$ cat src/rtl/cfs_pkg.sv
// shared types, constants and helpers for the capture filter and statistics block
`timescale 1ns / 1ps
`default_nettype none

package cfs_pkg;

  // buffer size in packets and counter widths
  localparam int BUF_DEPTH = 1024;
  localparam int CNT_W     = 11;
  localparam int WIDE_W    = 32;
  localparam int ADDR_W    = 48;
  localparam int LEN_W     = 16;
  localparam int DEPTH_W   = $clog2(BUF_DEPTH + 1) + 1;

  localparam logic [CNT_W-1:0]  CNT_MAX       = '1;
  localparam logic [WIDE_W-1:0] WIDE_MAX      = '1;
  localparam logic signed [7:0] START_STRONG  = -8'sd100;
  localparam logic signed [7:0] MIN_RSSI_RST  = -8'sd100;
  localparam logic [4:0]        TYPE_MASK_RST = 5'b11111;

  // input item opcodes
  typedef enum logic [1:0] {
    OP_PACKET = 2'd0,
    OP_START  = 2'd1,
    OP_STOP   = 2'd2,
    OP_CLEAR  = 2'd3
  } opcode_t;

  // packet kinds
  typedef enum logic [2:0] {
    KIND_WIFI_DATA = 3'd0,
    KIND_WIFI_MGMT = 3'd1,
    KIND_BEACON    = 3'd2,
    KIND_BLE_ADV   = 3'd3,
    KIND_BLE_DATA  = 3'd4
  } kind_t;

  // result verdicts
  typedef enum logic [2:0] {
    VD_IDLE     = 3'd0,
    VD_FILTERED = 3'd1,
    VD_STORED   = 3'd2,
    VD_DROPPED  = 3'd3,
    VD_CMD_DONE = 3'd4
  } verdict_t;

  // configuration register indexes
  typedef enum logic [2:0] {
    CFG_TYPE_MASK  = 3'd0,
    CFG_MIN_RSSI   = 3'd1,
    CFG_CHANNEL    = 3'd2,
    CFG_MAC_ON     = 3'd3,
    CFG_FILTER_MAC = 3'd4
  } cfg_idx_t;

  // classified item handed from the front end to the statistics engine
  typedef struct packed {
    opcode_t           opcode;
    logic              pass;
    logic [2:0]        kind;
    logic signed [7:0] rssi;
    logic [LEN_W-1:0]  len;
  } item_t;

  // one result record
  typedef struct packed {
    verdict_t            verdict;
    logic [CNT_W-1:0]    stored;
    logic [WIDE_W-1:0]   dropped;
    logic [CNT_W-1:0]    wifi;
    logic [CNT_W-1:0]    ble;
    logic [CNT_W-1:0]    data;
    logic [CNT_W-1:0]    mgmt;
    logic [CNT_W-1:0]    beacon;
    logic [WIDE_W-1:0]   bytes;
    logic signed [7:0]   strongest;
    logic signed [7:0]   weakest;
    logic signed [7:0]   avg;
  } result_t;

  // saturating increment for the packet counters
  function automatic logic [CNT_W-1:0] sat_inc(input logic [CNT_W-1:0] c);
    return (c == CNT_MAX) ? c : c + CNT_W'(1);
  endfunction

endpackage

`default_nettype wire

$ cat src/rtl/cfs_classify.sv
// front end: configuration registers and per-packet filter decision
`timescale 1ns / 1ps
`default_nettype none

module cfs_classify (
  input  wire logic                      clk,
  input  wire logic                      rst_n,
  // configuration writes
  input  wire logic                      cfg_valid,
  input  wire logic [2:0]                cfg_index,
  input  wire logic [cfs_pkg::ADDR_W-1:0] cfg_data,
  // raw input fields
  input  wire logic [1:0]                opcode,
  input  wire logic [2:0]                pkt_kind,
  input  wire logic signed [7:0]         rssi,
  input  wire logic [7:0]                chan,
  input  wire logic [cfs_pkg::ADDR_W-1:0] src_address,
  input  wire logic [cfs_pkg::ADDR_W-1:0] dst_address,
  input  wire logic [cfs_pkg::LEN_W-1:0] pkt_length,
  // classified item
  output cfs_pkg::item_t                 item
);
  import cfs_pkg::*;

  logic [4:0]        type_mask_r;
  logic signed [7:0] min_rssi_r;
  logic [7:0]        channel_r;
  logic              mac_on_r;
  logic [ADDR_W-1:0] filter_mac_r;

  logic [7:0] mask_ext;
  logic       kind_ok;
  logic       rssi_ok;
  logic       chan_ok;
  logic       mac_ok;

  // configuration register file
  always_ff @(posedge clk) begin
    if (!rst_n) begin
      type_mask_r  <= TYPE_MASK_RST;
      min_rssi_r   <= MIN_RSSI_RST;
      channel_r    <= '0;
      mac_on_r     <= 1'b0;
      filter_mac_r <= '0;
    end else if (cfg_valid) begin
      unique case (cfg_idx_t'(cfg_index))
        CFG_TYPE_MASK:  type_mask_r  <= cfg_data[4:0];
        CFG_MIN_RSSI:   min_rssi_r   <= cfg_data[7:0];
        CFG_CHANNEL:    channel_r    <= cfg_data[7:0];
        CFG_MAC_ON:     mac_on_r     <= cfg_data[0];
        CFG_FILTER_MAC: filter_mac_r <= cfg_data;
        default: ;
      endcase
    end
  end

  // filter terms; unknown kinds see a zero enable bit
  always_comb begin
    mask_ext = {3'b000, type_mask_r};
    kind_ok  = mask_ext[pkt_kind];
    rssi_ok  = (rssi >= min_rssi_r);
    chan_ok  = (channel_r == 8'd0) || (chan == channel_r);
    mac_ok   = !mac_on_r || (src_address == filter_mac_r) || (dst_address == filter_mac_r);
  end

  // classified record
  always_comb begin
    item.opcode = opcode_t'(opcode);
    item.pass   = kind_ok && rssi_ok && chan_ok && mac_ok;
    item.kind   = pkt_kind;
    item.rssi   = rssi;
    item.len    = pkt_length;
  end

endmodule

`default_nettype wire

$ cat src/rtl/cfs_queue.sv
// two-entry queue between the classifier and the statistics engine
`timescale 1ns / 1ps
`default_nettype none

module cfs_queue (
  input  wire logic           clk,
  input  wire logic           rst_n,
  input  wire logic           push,
  input  cfs_pkg::item_t      push_item,
  output logic                full,
  input  wire logic           pop,
  output logic                not_empty,
  output cfs_pkg::item_t      head
);
  import cfs_pkg::*;

  item_t      mem_r [2];
  logic       wr_ptr_r;
  logic       wr_ptr_nxt;
  logic       rd_ptr_r;
  logic       rd_ptr_nxt;
  logic [1:0] count_r;
  logic [1:0] count_nxt;

  // pointer and fill bookkeeping
  always_comb begin
    wr_ptr_nxt = push ? ~wr_ptr_r : wr_ptr_r;
    rd_ptr_nxt = pop ? ~rd_ptr_r : rd_ptr_r;
    count_nxt  = count_r + {1'b0, push} - {1'b0, pop};
  end

  always_ff @(posedge clk) begin
    if (!rst_n) begin
      wr_ptr_r <= 1'b0;
      rd_ptr_r <= 1'b0;
      count_r  <= 2'd0;
    end else begin
      wr_ptr_r <= wr_ptr_nxt;
      rd_ptr_r <= rd_ptr_nxt;
      count_r  <= count_nxt;
    end
  end

  // entry storage
  always_ff @(posedge clk) begin
    if (push) begin
      mem_r[wr_ptr_r] <= push_item;
    end
  end

  assign full      = count_r[1];
  assign not_empty = (count_r != 2'd0);
  assign head      = mem_r[rd_ptr_r];

endmodule

`default_nettype wire

$ cat src/rtl/cfs_stats.sv
// back end: capture state, statistics counters and the result register
`timescale 1ns / 1ps
`default_nettype none

module cfs_stats (
  input  wire logic      clk,
  input  wire logic      rst_n,
  input  wire logic      item_valid,
  input  cfs_pkg::item_t item,
  output logic           item_pop,
  output logic           res_valid,
  input  wire logic      res_ready,
  output cfs_pkg::result_t res
);
  import cfs_pkg::*;

  logic              capturing_r, capturing_nxt;
  logic [CNT_W-1:0]  stored_r, stored_nxt;
  logic [WIDE_W-1:0] dropped_r, dropped_nxt;
  logic [CNT_W-1:0]  wifi_r, wifi_nxt;
  logic [CNT_W-1:0]  ble_r, ble_nxt;
  logic [CNT_W-1:0]  data_r, data_nxt;
  logic [CNT_W-1:0]  mgmt_r, mgmt_nxt;
  logic [CNT_W-1:0]  beacon_r, beacon_nxt;
  logic [WIDE_W-1:0] bytes_r, bytes_nxt;
  logic signed [7:0] strong_r, strong_nxt;
  logic signed [7:0] weak_r, weak_nxt;
  logic signed [7:0] avg_r, avg_nxt;
  verdict_t          verdict;

  logic              res_valid_r, res_valid_nxt;
  result_t           res_r;

  logic              buf_full;
  logic [WIDE_W:0]   byte_sum;
  logic signed [8:0] rssi_sum;
  logic signed [8:0] rssi_adj;

  // take the next item when the result register is free or being emptied
  assign item_pop = item_valid && (!res_valid_r || res_ready);

  // helper arithmetic for a stored packet
  always_comb begin
    buf_full = ({{(DEPTH_W-CNT_W){1'b0}}, stored_r} >= DEPTH_W'(BUF_DEPTH));
    byte_sum = {1'b0, bytes_r} + {{(WIDE_W+1-LEN_W){1'b0}}, item.len};
    rssi_sum = {avg_r[7], avg_r} + {item.rssi[7], item.rssi};
    rssi_adj = rssi_sum + $signed({8'b0, rssi_sum[8]});
  end

  // state update for one item
  always_comb begin
    capturing_nxt = capturing_r;
    stored_nxt    = stored_r;
    dropped_nxt   = dropped_r;
    wifi_nxt      = wifi_r;
    ble_nxt       = ble_r;
    data_nxt      = data_r;
    mgmt_nxt      = mgmt_r;
    beacon_nxt    = beacon_r;
    bytes_nxt     = bytes_r;
    strong_nxt    = strong_r;
    weak_nxt      = weak_r;
    avg_nxt       = avg_r;
    verdict       = VD_CMD_DONE;
    unique case (item.opcode)
      OP_PACKET: begin
        if (!capturing_r) begin
          verdict = VD_IDLE;
        end else if (!item.pass) begin
          verdict = VD_FILTERED;
        end else if (buf_full) begin
          verdict = VD_DROPPED;
          if (dropped_r != WIDE_MAX) begin
            dropped_nxt = dropped_r + WIDE_W'(1);
          end
        end else begin
          verdict    = VD_STORED;
          stored_nxt = sat_inc(stored_r);
          bytes_nxt  = byte_sum[WIDE_W] ? WIDE_MAX : byte_sum[WIDE_W-1:0];
          if (item.kind <= KIND_BEACON) begin
            wifi_nxt = sat_inc(wifi_r);
            unique case (item.kind)
              KIND_WIFI_DATA: data_nxt   = sat_inc(data_r);
              KIND_WIFI_MGMT: mgmt_nxt   = sat_inc(mgmt_r);
              default:        beacon_nxt = sat_inc(beacon_r);
            endcase
          end else begin
            ble_nxt = sat_inc(ble_r);
          end
          if (item.rssi > strong_r) begin
            strong_nxt = item.rssi;
          end
          if (item.rssi < weak_r) begin
            weak_nxt = item.rssi;
          end
          avg_nxt = (avg_r == 8'sd0) ? item.rssi : rssi_adj[8:1];
        end
      end
      OP_START: begin
        if (!capturing_r) begin
          capturing_nxt = 1'b1;
          stored_nxt    = '0;
          dropped_nxt   = '0;
          wifi_nxt      = '0;
          ble_nxt       = '0;
          data_nxt      = '0;
          mgmt_nxt      = '0;
          beacon_nxt    = '0;
          bytes_nxt     = '0;
          strong_nxt    = START_STRONG;
          weak_nxt      = '0;
          avg_nxt       = '0;
        end
      end
      OP_STOP: begin
        capturing_nxt = 1'b0;
      end
      OP_CLEAR: begin
        stored_nxt  = '0;
        dropped_nxt = '0;
        wifi_nxt    = '0;
        ble_nxt     = '0;
        data_nxt    = '0;
        mgmt_nxt    = '0;
        beacon_nxt  = '0;
        bytes_nxt   = '0;
        strong_nxt  = '0;
        weak_nxt    = '0;
        avg_nxt     = '0;
      end
    endcase
  end

  // statistics state
  always_ff @(posedge clk) begin
    if (!rst_n) begin
      capturing_r <= 1'b0;
      stored_r    <= '0;
      dropped_r   <= '0;
      wifi_r      <= '0;
      ble_r       <= '0;
      data_r      <= '0;
      mgmt_r      <= '0;
      beacon_r    <= '0;
      bytes_r     <= '0;
      strong_r    <= '0;
      weak_r      <= '0;
      avg_r       <= '0;
    end else if (item_pop) begin
      capturing_r <= capturing_nxt;
      stored_r    <= stored_nxt;
      dropped_r   <= dropped_nxt;
      wifi_r      <= wifi_nxt;
      ble_r       <= ble_nxt;
      data_r      <= data_nxt;
      mgmt_r      <= mgmt_nxt;
      beacon_r    <= beacon_nxt;
      bytes_r     <= bytes_nxt;
      strong_r    <= strong_nxt;
      weak_r      <= weak_nxt;
      avg_r       <= avg_nxt;
    end
  end

  // result register valid flag
  always_comb begin
    res_valid_nxt = res_valid_r;
    if (item_pop) begin
      res_valid_nxt = 1'b1;
    end else if (res_ready) begin
      res_valid_nxt = 1'b0;
    end
  end

  always_ff @(posedge clk) begin
    if (!rst_n) begin
      res_valid_r <= 1'b0;
    end else begin
      res_valid_r <= res_valid_nxt;
    end
  end

  // result payload, snapshot after the update
  always_ff @(posedge clk) begin
    if (item_pop) begin
      res_r.verdict   <= verdict;
      res_r.stored    <= stored_nxt;
      res_r.dropped   <= dropped_nxt;
      res_r.wifi      <= wifi_nxt;
      res_r.ble       <= ble_nxt;
      res_r.data      <= data_nxt;
      res_r.mgmt      <= mgmt_nxt;
      res_r.beacon    <= beacon_nxt;
      res_r.bytes     <= bytes_nxt;
      res_r.strongest <= strong_nxt;
      res_r.weakest   <= weak_nxt;
      res_r.avg       <= avg_nxt;
    end
  end

  assign res_valid = res_valid_r;
  assign res       = res_r;

endmodule

`default_nettype wire

$ cat src/rtl/capture_filter_and_stats_top.sv
// top level of the capture filter and statistics block
`timescale 1ns / 1ps
`default_nettype none

// Packet capture filter with running statistics. Commands (start, stop, clear) and packet
// descriptors arrive on the input stream, the opcode in in_tuser. A front end checks each
// packet against the configured type mask, minimum RSSI, channel and address filter and
// pushes the classified item into a two-entry queue; the statistics engine pops one item
// per cycle while the result register is free or being emptied, updates the counters and
// loads one result (verdict in out_tuser, snapshot of all statistics in out_tdata) into an
// output register. Every item yields exactly one result. Throughput is one item per clock
// while out_tready stays high; each item is held in a queue entry and then loaded into the
// result register. Configuration writes are always accepted and must only be issued while
// no item is in flight.

module capture_filter_and_stats_top (
  input  wire logic         clk,
  input  wire logic         rst_n,
  // input stream
  input  wire logic         in_tvalid,
  output logic              in_tready,
  // [2:0] pkt_kind, [10:3] rssi, [18:11] chan, [66:19] src_address,
  // [114:67] dst_address, [130:115] pkt_length, [135:131] zero
  input  wire logic [135:0] in_tdata,
  // [1:0] opcode
  input  wire logic [1:0]   in_tuser,
  // result stream
  output logic              out_tvalid,
  input  wire logic         out_tready,
  // [10:0] stored_total, [42:11] dropped_total, [53:43] wifi_total, [64:54] ble_total,
  // [75:65] wifi_data_total, [86:76] mgmt_frames, [97:87] beacon_frames,
  // [129:98] byte_total, [137:130] strongest, [145:138] weakest, [153:146] avg_rssi,
  // [159:154] zero
  output logic [159:0]      out_tdata,
  // [2:0] verdict
  output logic [2:0]        out_tuser,
  // configuration write channel
  input  wire logic         cfg_valid,
  output logic              cfg_ready,
  input  wire logic [2:0]   cfg_index,
  input  wire logic [47:0]  cfg_data
);
  import cfs_pkg::*;

  item_t   cls_item;
  item_t   q_head;
  logic    q_full;
  logic    q_not_empty;
  logic    q_pop;
  logic    in_xfer;
  result_t res;

  assign cfg_ready = 1'b1;
  assign in_tready = !q_full;
  assign in_xfer   = in_tvalid && in_tready;

  // front end
  cfs_classify u_classify (
    .clk         (clk),
    .rst_n       (rst_n),
    .cfg_valid   (cfg_valid),
    .cfg_index   (cfg_index),
    .cfg_data    (cfg_data),
    .opcode      (in_tuser),
    .pkt_kind    (in_tdata[2:0]),
    .rssi        (in_tdata[10:3]),
    .chan        (in_tdata[18:11]),
    .src_address (in_tdata[66:19]),
    .dst_address (in_tdata[114:67]),
    .pkt_length  (in_tdata[130:115]),
    .item        (cls_item)
  );

  // decoupling queue
  cfs_queue u_queue (
    .clk       (clk),
    .rst_n     (rst_n),
    .push      (in_xfer),
    .push_item (cls_item),
    .full      (q_full),
    .pop       (q_pop),
    .not_empty (q_not_empty),
    .head      (q_head)
  );

  // statistics engine
  cfs_stats u_stats (
    .clk        (clk),
    .rst_n      (rst_n),
    .item_valid (q_not_empty),
    .item       (q_head),
    .item_pop   (q_pop),
    .res_valid  (out_tvalid),
    .res_ready  (out_tready),
    .res        (res)
  );

  // result packing
  assign out_tuser = res.verdict;
  assign out_tdata = {6'b0, res.avg, res.weakest, res.strongest, res.bytes, res.beacon,
                      res.mgmt, res.data, res.ble, res.wifi, res.dropped, res.stored};

endmodule

`default_nettype wire
$ cat config.mk
export PLATFORM = sky130hd
export DESIGN_NAME = capture_filter_and_stats_top
export DESIGN_NICKNAME = d
export VERILOG_FILES = /design/src/rtl/cfs_pkg.sv /design/src/rtl/cfs_classify.sv /design/src/rtl/cfs_queue.sv /design/src/rtl/cfs_stats.sv /design/src/rtl/capture_filter_and_stats_top.sv
export SDC_FILE = /design/constraint.sdc
export NUM_CORES = 1
export LEC_CHECK = 0
export BUFFER_PORTS_ARGS = -buffer_cell sky130_fd_sc_hd__buf_4
export CAP_MARGIN = 20
export CORE_ASPECT_RATIO = 1.1
export CORE_MARGIN = 4
export CORE_UTILIZATION = 45
export CTS_BUF_LIST = sky130_fd_sc_hd__clkbuf_8
export DETAILED_ROUTE_END_ITERATION = 6
export PLACE_DENSITY = 0.68
export SYNTH_ARGS = -nofsm -noshare
export SYNTH_HDL_FRONTEND = slang
export SYNTH_SLANG_ARGS = --single-unit
export TNS_END_PERCENT = 30
$ cat constraint.sdc
create_clock -name clk -period 10.5 [get_ports clk]
set_clock_uncertainty 0.2 [all_clocks]
set_input_delay 0.525 -clock clk [delete_from_list [all_inputs] [get_ports clk]]
set_output_delay 0.525 -clock clk [all_outputs]
set_load 0.05 [all_outputs]
# ---- After elaboration in Yosys (flattened, before gate mapping)
# Memory sizes are Yosys's and may differ from the RTL's. A register that Yosys moved wholly into a read port is not among the register bits.
# Cells that the tools add are included.
dict set report word_totals {
  wordCells 189
  ff_bits 387
  in_bits 194
  mem_count 1
  mem_bits_rw 60
}
# memory words word_bits rd rd_clocked_by_memory_dff wr line_no
set memory_table {}
lappend memory_table {u_queue.mem_r 2 30 1 1 1 cfs_queue.sv:17} ;# item_t mem_r [2];
dict set report classes {
  reduce_logical 29
  n_lt_le_gt_ge 6
  n_eq_ne 18
  n_bitwise 2
  muxes 86
  n_addsub 12
}
# operator n
set op_table {}
lappend op_table {{$mux 11} 38}
lappend op_table {{$mux 32} 10}
lappend op_table {{$pmux 11 s3} 6}
lappend op_table {{$pmux 32 s3} 2}
lappend op_table {{$mux 8} 15}
lappend op_table {{$eq 48x48->1} 2}
lappend op_table {{$pmux 8 s3} 3}
lappend op_table {{$add 11x1->11 const B} 6}
lappend op_table {{$eq 11x11->1 const B} 6}
lappend op_table {{$add 32x16->33} 1}
lappend op_table {{$add 32x1->32 const B} 1}
lappend op_table {{$ne 32x32->1 const B} 1}
lappend op_table {{$logic_not 8->1} 2}
lappend op_table {{$reduce_and 2->1} 7}
lappend op_table {{$ge 11x11->1 const B} 1}
lappend op_table {{$add 8x8->9} 1}
lappend op_table {{$add 9x2->9} 1}
lappend op_table {{$eq 8x8->1} 1}
lappend op_table {{$ge 8x8->1} 1}
lappend op_table {{$gt 8x8->1} 1}
lappend op_table {{$lt 8x8->1} 1}
lappend op_table {{$mux 1} 8}
lappend op_table {{$eq 3x1->1 const B} 2}
lappend op_table {{$eq 3x2->1 const B} 2}
lappend op_table {{other kinds (19)} 34}

# ---- Depth between registers and ports, before layout
# Gate-level depths: netlist of the first run.
dict set report depth {
  ltp_word 8
  ltp_mapped 18
  mapped_depth_nobuf 16
}

# ---- Modules after synthesis
# A second synthesis of the first run with hierarchy kept.
dict set report hier_totals {
  cells_unflattened 2537
  hier_area_um2 23984.3
}
# mod area_each_um2 instances seq_area_each_um2 cells_per_inst
set by_module_without_submodules {}
lappend by_module_without_submodules {cfs_stats 17182.7 1 7837.5 1914}
lappend by_module_without_submodules {cfs_classify 4224.1 1 1401.3 499}
lappend by_module_without_submodules {cfs_queue 2507.4 1 1901.8 113}
lappend by_module_without_submodules {capture_filter_and_stats_top 70.1 1 0.0 11}

# ---- Worst setup path after synthesis of the first run
# OpenSTA, ideal clock, no wires.
dict set report synth_timing {
  path_kind {register to register}
  from {register u_queue.count_r[1]}
  to {register u_queue.count_r[1]}
  n_path_buf 2
  t_arrival_ns 7.017
  setup_ns 0.128
  required_ns 10.172
  setup_slack_ns 3.155
  stages_incl_launch_ff 12
  path_cell_list {dfxtp_1 > inv_1 > a21o_1 > inv_2 > clkbuf_1 > clkbuf_1 > ha_1 > inv_1 > ha_1 > xor2_1 > xnor2_1 > nor2_1}
}
dict set report synth_via {
  elab_chain_len 4
  elab_cells_between_ends 6
  cone_classes {2 x add/sub; 4 x reduce/logical}
}
# element line_no
set synth_rtl {}
lappend synth_rtl {{from (decl)} cfs_queue.sv:22} ;# logic [1:0] count_r;
lappend synth_rtl {{from (signal assigned)} cfs_queue.sv:40} ;# count_r <= count_nxt;
lappend synth_rtl {{$logic_not 1->1} capture_filter_and_stats_top.sv:54} ;# assign in_tready = !q_full;
lappend synth_rtl {{named net in_tready} capture_filter_and_stats_top.sv:21} ;# output logic in_tready,
lappend synth_rtl {{$logic_and 1x1->1} capture_filter_and_stats_top.sv:55} ;# assign in_xfer = in_tvalid && in_tready;
lappend synth_rtl {{$add 2x1->2} cfs_queue.sv:29} ;# count_nxt = count_r + {1'b0, push} - {1'b0, pop};
lappend synth_rtl {{$sub 2x1->2} cfs_queue.sv:29}
# The timed path passes the listed nets, and every way through them passes these cells.
# A chain may end at the register's enable or synchronous reset.

==> results by group, run 1 <==
Run status
  – Outcome: complete, no violations

Placed design
  – IO buf count: 347
  – Post-detail-place hpwl: 48250 um
  – GPL Wtd Cong: 0.9403

Timing
  – Final period util: 48.14%
  – Total negative slack: 0 ns
  – RSZ-0062 raised after global routing: false
  – Final count of hold timing violations: 0
  – Max_slew headroom: 29.88%
  – Worst Tran Pin Value: 1.048 ns
  – Hold_ws: 0.07806 ns
  – Fmax: 197.8 MHz
  – Final Critical Period: 5.054 ns
  – Setup violations, final: 0
  – Slew Viols, Final: 0

Synth
  – Synth warn: 0
  – Main synth FF type: dfxtp_1
  – Area leader, netlist: edfxtp_1
  – Seq/Total Area, Yosys: 48.58%
  – Number of synthesized register bits: 448
  – Largest cells by area after synthesis: edfxtp_1 28%, dfxtp_1 20%, nand2_1 6.5%
  – Mapped Avg Cell Area: 9.258 um^2
  – Mapped Area: 22930 um^2
  – Post-synthesis async set-or-reset flop share: 0%
  – Synth top area share: 28.42%
  – EDFF count, synth: 217
  – Synth cell types: 87
  – Post-synthesis instance total: 2477

Clocking
  – CTS root buf: clkbuf_8
  – Clk Latency, worst-skew pair: 0.65 ns
  – Num CTS Buffers: 76
  – Post-CTS setup buffer count: 0
  – Clk slew on worst S/H paths: 0.06 ns
  – Resize count post-CTS: 0
  – CTS Buffer Depth: 3
  – CTS Sinks: 448
  – CTS tree: built
  – # H-tree levels: 3

Routing
  – Total wire length: 70880 um
  – Initial DRT Pass Iterations: 5
  – Routed vias/inst: 5.696
  – DRC viols: 0
  – Iter 0 DRT Violations: 1672
  – Total number of vias: 20500
  – Post-DRT Antenna Nets: 0
  – Routed len/inst: 19.69 um

Finish
  – Layout fillers: 4389
  – Area added between synthesis and finish: 24.01%
  – Nets: 3130
  – Share of cells above drive strength 1: 19.19%

Die
  – Row count: 86
  – Top Ports: 360
  – Total die area: 54640 um^2
  – Die height: 244.8 um
  – Die width: 223.2 um
  – Core Area: 50250 um^2
  – Initial cell density of the core: 45.64%

Power and ir drop
  – PwrDens: 251.2 nW/um^2
  – Switching Share: 43.40%
  – Internal Power: 4044 uW
  – Worst IR Drop VDD: 0.2278 mV
  – Sequential share of power: 35.1%
  – Pleak: 0.01085 uW
  – Clock power frac: 22.7%
  – Combinational Power Share: 42.2%
  – P_sw: 3100 uW

Critical path
  – Max FO, Critical Path: 84
  – Kind of critical path: reg2reg
  – Data arrival, critical path: 5.34 ns
  – CP required: 10.78 ns
  – Crit path capture type: register
  – Reg2reg setup slack: 5.45 ns
  – Startpoint types: register

Worst hold path
  – Worst Hold Class: in2reg

Global routing
  – Total track usage: 25.00%
  – Vias in the first global route: 20140
  – Largest net degree at the start of global routing: 171
  – Antenna violations before repair: 10
  – Global-route wire length before repair: 109600 um
  – Grt ovf: 0

Flow run
  – Max cap viols: 0
## cell type report
class	count	area, um^2	area share, %
Clock buffer	85	1170	4.114
Multi-Input combinational cell	1837	11040	38.82
Timing Repair Buffer	453	3636	12.79
Antenna cell	10	25.02	0.08800
Sequential cell	448	11140	39.18
Inverter	56	220.2	0.7744
Clock inverter	50	381.6	1.342
Tap cell	660	825.8	2.904
## state kept, by name, summed over array words and instances (netlist names), 5 cells and up, named ones only
name                     flops
u_stats.strong_r             8
u_stats.dropped_r           32
u_classify.type_mask_r       5
u_stats.weak_r               8
u_stats.ble_r               11
u_queue.mem_r               60
u_stats.beacon_r            11
u_stats.avg_r                8
u_stats.mgmt_r              11
u_classify.min_rssi_r        8
u_stats.data_r              11
u_stats.res                157
u_classify.channel_r         8
u_stats.stored_r            11
u_stats.wifi_r              11
u_stats.bytes_r             32
u_classify.filter_mac_r     48
## cells by family (layout without fill, tap and decap cells)
kind of cell	after synthesis	after routing	synth area share (%)
fa+ha+maj	64	64	3.557
other cells	2	17	0.03275
simple gates	901	901	18.07
xor+xnor	147	147	5.614
buf+inv	197	644	3.525
compound gates	674	674	18.46
mux	44	44	2.161
flops	448	448	48.58
## critical path: stages (launching register included)
cell      delay (ns)
dfxtp_1         0.67
mux2i_1         0.44
ha_1            0.62
clkinv_1        0.61
nor2_4          0.24
buf_4           0.82
nand2_1         0.19
buf_4           0.30
nor2_1          0.54
a22o_1          0.24
## repair_timing
item,CTS,global route
hold buffers,81,0
endpoints found under the setup margin,0,0
hold endpoints to repair,129,0
## power by group through the flow
stage | clock [uW] | sequential [uW] | combinational, uW
floorplan | 0 | 3340 | 1260
global placement | 0 | 2530 | 2940
detailed placement | 0 | 2540 | 2980
CTS | 1660 | 2510 | 3020
global route | 1750 | 2540 | 3230
finish | 1620 | 2510 | 3020
## layout by cell type, fill, tap and decap left out, drive strengths merged, types with 28 or more instances in the layout
cell type / netlist / routed
nor3: 54 / 54
nand2: 398 / 398
buf: 37 / 372
edfxtp: 217 / 217
inv: 55 / 73
nor2: 177 / 177
xor2: 66 / 66
a31oi: 39 / 39
nand3: 79 / 79
xnor2: 81 / 81
a22o: 39 / 39
dlygate4sd3: 0 / 81
o31ai: 47 / 47
ha: 62 / 62
nand4: 46 / 46
mux2: 31 / 31
o21ai: 230 / 230
dfxtp: 231 / 231
a21oi: 176 / 176
and3: 28 / 28
clkbuf: 104 / 85
## Yosys cell counts (all sizes together), types with 11 or more instances
library cell	n
nand3	79
and3	28
ha	62
xor2	66
a31oi	39
inv	55
and4	12
o31ai	47
nand2b	15
mux2	31
clkbuf	104
a22o	39
xnor2	81
nand4	46
and2	19
or3	11
o21ai	230
a21oi	176
buf	37
mux2i	12
dfxtp	231
a21o	26
nand2	398
a32o	12
o211ai	16
nor2	177
nor4	26
nor3	54
edfxtp	217
## layer usage
metal | up-vias | global-route usage [%] | part of all wire [%]
li1 | 9789 | - | -
met1 | 9766 | 31.62 | 41
met2 | 770 | 41.77 | 48
met3 | 174 | 4.856 | 7.0
met4 | 0 | 11.02 | 4.0
met5 | - | 0 | 0
## path summary, 6_finish.rpt
path                       startpoint                       end  cells past startpoint
max reg2reg                  register           u_stats.res[12]                      9
max                          register           u_stats.res[12]                      9
min reg2reg  u_classify.min_rssi_r[6]  u_classify.min_rssi_r[6]                      2
min                      cfg_index[1]       u_classify.mac_on_r                      4
## stage by stage
step / area (um^2) / std cells / worst slack, ns / total power [uW] / util, %
2_1_floorplan: 22950 / 2482 / 3.155 / 4602 / -
3_3_place_gp: 26020 / 3371 / 5.628 / 5478 / 51.77
3_5_place_dp: 26020 / 3371 / 5.603 / 5523 / 51.77
4_1_cts: 28380 / 3587 / 5.527 / 7193 / 56.47
5_1_grt: 28430 / 3598 / 5.241 / 7519 / 56.59
6_report: 28440 / 3599 / 5.446 / 7144 / 56.59
No activity file was read; power rests on OpenSTA's default activity.
==> inputs of run 2 (changes only) <==
--- a/config.mk
+++ b/config.mk
@@ -12,7 +12,7 @@
 export CORE_UTILIZATION = 45
 export CTS_BUF_LIST = sky130_fd_sc_hd__clkbuf_8
 export DETAILED_ROUTE_END_ITERATION = 6
-export PLACE_DENSITY = 0.68
+export PLACE_DENSITY = 0.7
 export SYNTH_ARGS = -nofsm -noshare
 export SYNTH_HDL_FRONTEND = slang
 export SYNTH_SLANG_ARGS = --single-unit
==> constraint.sdc (replaced) <==
create_clock -name clk -period 4.5 [get_ports clk]
set_clock_uncertainty 0.2 [all_clocks]
set_input_delay 0.225 -clock clk [delete_from_list [all_inputs] [get_ports clk]]
set_output_delay 0.225 -clock clk [all_outputs]
set_load 0.05 [all_outputs]
==> results by group, run 2 (synthesis gave the netlist of run 1 again) <==
Routing
  – Routed len/inst: 19.94 um (+1.3%)
  – Total wire length: 72360 um (+2.1%)
  – Routed vias/inst: 5.710 (+0.26%)
  – Total number of vias: 20720 (+1.1%)
  – Post-DRT Antenna Nets: 0 (unchanged)
  – DRC viols: 3 (+3)
  – Initial DRT Pass Iterations: 7 (+2)
  – Iter 0 DRT Violations: 1658 (-0.84%)

Clocking
  – # H-tree levels: 3 (unchanged)
  – Post-CTS setup buffer count: 0 (unchanged)
  – CTS tree: built
  – Num CTS Buffers: 77 (+1.3%)
  – Clk slew on worst S/H paths: 0.06 ns (about the same)
  – CTS Buffer Depth: 3 (unchanged)
  – CTS root buf: clkbuf_8
  – Clk Latency, worst-skew pair: 0.67 ns (+0.02 ns)
  – CTS Sinks: 448 (unchanged)

Placed design
  – Place WS: 0.3770 ns (-5.226 ns)
  – IO buf count: 347 (unchanged)
  – GPL Wtd Cong: 0.9094 (-3.3%)
  – Post-detail-place hpwl: 49820 um (+3.3%)
  – Cell Area, Placed: 26140 um^2 (+0.50%)

Critical path
  – Data arrival, critical path: 4.34 ns (-1.00 ns)
  – Max FO, Critical Path: 15 (-82%)
  – Crit path capture type: register
  – CP required: 4.70 ns (-6.08 ns)
  – Startpoint types: register
  – Cell mode on critical path: buf_4
  – CP Cell Sequence: buf_4 -> mux2_2 -> fa_1 -> a211oi_1 -> o21ai_1 -> buf_4 -> o211ai_1 -> a21o_1 -> nand2_1 -> and3_1 -> a21oi_1 -> o2bb2ai_1
  – Crit-path leading delay family: compound AO/OA/AOI/OAI gates
  – Kind of critical path: reg2reg
  – Critical path buffer and inverter count: 2 (-1)
  – CP peak stage delay: 0.52 ns (-0.30 ns)
  – Slowest-stage cell, CP: dfxtp_1

Die
  – Top Ports: 360 (unchanged)
  – Total die area: 54640 um^2 (unchanged)
  – Initial cell density of the core: 45.64% (unchanged)
  – Row count: 86 (unchanged)
  – Die width: 223.2 um (unchanged)
  – Core Area: 50250 um^2 (unchanged)
  – Die height: 244.8 um (unchanged)

Timing
  – Worst Slack Setup Final: 0.3578 ns (-5.088 ns)
  – Slew Viols, Final: 0 (unchanged)
  – Max_slew headroom: 32.93% (+3.0 points)
  – RSZ-0062 raised after global routing: false
  – Final count of hold timing violations: 0 (unchanged)
  – Setup violations, final: 0 (unchanged)
  – Fmax: 241.4 MHz (+22%)
  – Final Critical Period: 4.142 ns (-0.9122 ns)
  – Worst Tran Pin Value: 1.006 ns (-0.04182 ns)
  – Hold_ws: 0.1149 ns (+0.03680 ns)
  – Final period util: 92.05% (+44 points)
  – Total negative slack: 0 ns (unchanged)

Finish
  – Area added between synthesis and finish: 25.39%
  – Share of cells above drive strength 1: 19.60% (+0.41 points)
  – Final core utilization: 57.22% (+0.63 points)
  – Most frequent cells in the layout: 397 x nand2_1, 386 x buf_4, 231 x dfxtp_1, 223 x o21ai_0, 217 x edfxtp_1
  – Max reg flops: 157 (unchanged)
  – Final instance area: 28750 um^2 (+1.1%)
  – Nets: 3159 (+0.93%)
  – Most common cell after layout, fill and taps aside: nand2_1
  – Layout fillers: 4388 (-0.023%)

Global routing
  – Vias in the first global route: 20530 (+1.9%)
  – Largest net degree at the start of global routing: 127 (-26%)
  – Grt ovf: 0 (unchanged)
  – Global-route wire length before repair: 111200 um (+1.4%)
  – Antenna violations before repair: 4 (-6)
  – Total track usage: 25.22% (+0.23 points)

Power and ir drop
  – PwrDens: 588.4 nW/um^2 (+130%)
  – Worst IR Drop VDD: 0.5734 mV (+150%)
  – Pleak: 0.01102 uW (+1.6%)

Run status
  – Outcome: finished with violations
  – Failing checks: DRC

Flow run
  – Max cap viols: 0 (unchanged)

Worst hold path
  – Worst Hold Class: in2reg
## run 2: area by class of cell
type	instances	area (um^2)	share of cell area (%)
Multi-Input combinational cell	1837	11040	38.39
Timing Repair Buffer	481	3869	13.45
Tap cell	660	825.8	2.872
Clock buffer	88	1211	4.212
Antenna cell	3	7.507	0.02611
Inverter	56	220.2	0.7659
Sequential cell	448	11140	38.75
Clock inverter	55	440.4	1.532
## run 2: routing by layer
layer  part of all wire [%]  global-route usage [%]
met1                     41                   31.93
met3                    7.3                   4.964
met4                    4.1                   11.02
met2                     48                   42.13
met5                  0.018                       0
## run 2: what timing repair did
| item | 4_1_cts | 5_1_grt |
|---|---|---|
| hold buffers | 92 | 1 |
| hold endpoints to repair | 160 | 5 |
| gates resized for setup | 0 | 0 |
## run 2: worst paths after layout
path / from / to / slack, ns / cells after the start
worst min-delay path: in_tdata[130] / u_queue.mem_r[1][15] / 0.11 / 2
worst max-delay path: register / u_stats.res[42] / 0.36 / 12
worst min register to register: u_classify.type_mask_r[2] / u_classify.type_mask_r[2] / 0.27 / 2
worst max register to register: register / u_stats.res[42] / 0.36 / 12
## run 2: stage by stage
step                std cells  total power, uW
finish                   3628            16920
global route             3627            17790
CTS                      3623            17020
detailed placement       3388            12930
global placement         3388            12820
floorplan                2482            10630
## run 2: power breakdown
part	switching, uW	internal, uW	leakage [uW]	total (uW)
combinational	5030	2080	0.00612	7110
clock	1760	2210	0.000911	3980
sequential	509	5330	0.00399	5840
total	7300	9620	0.0110	16900
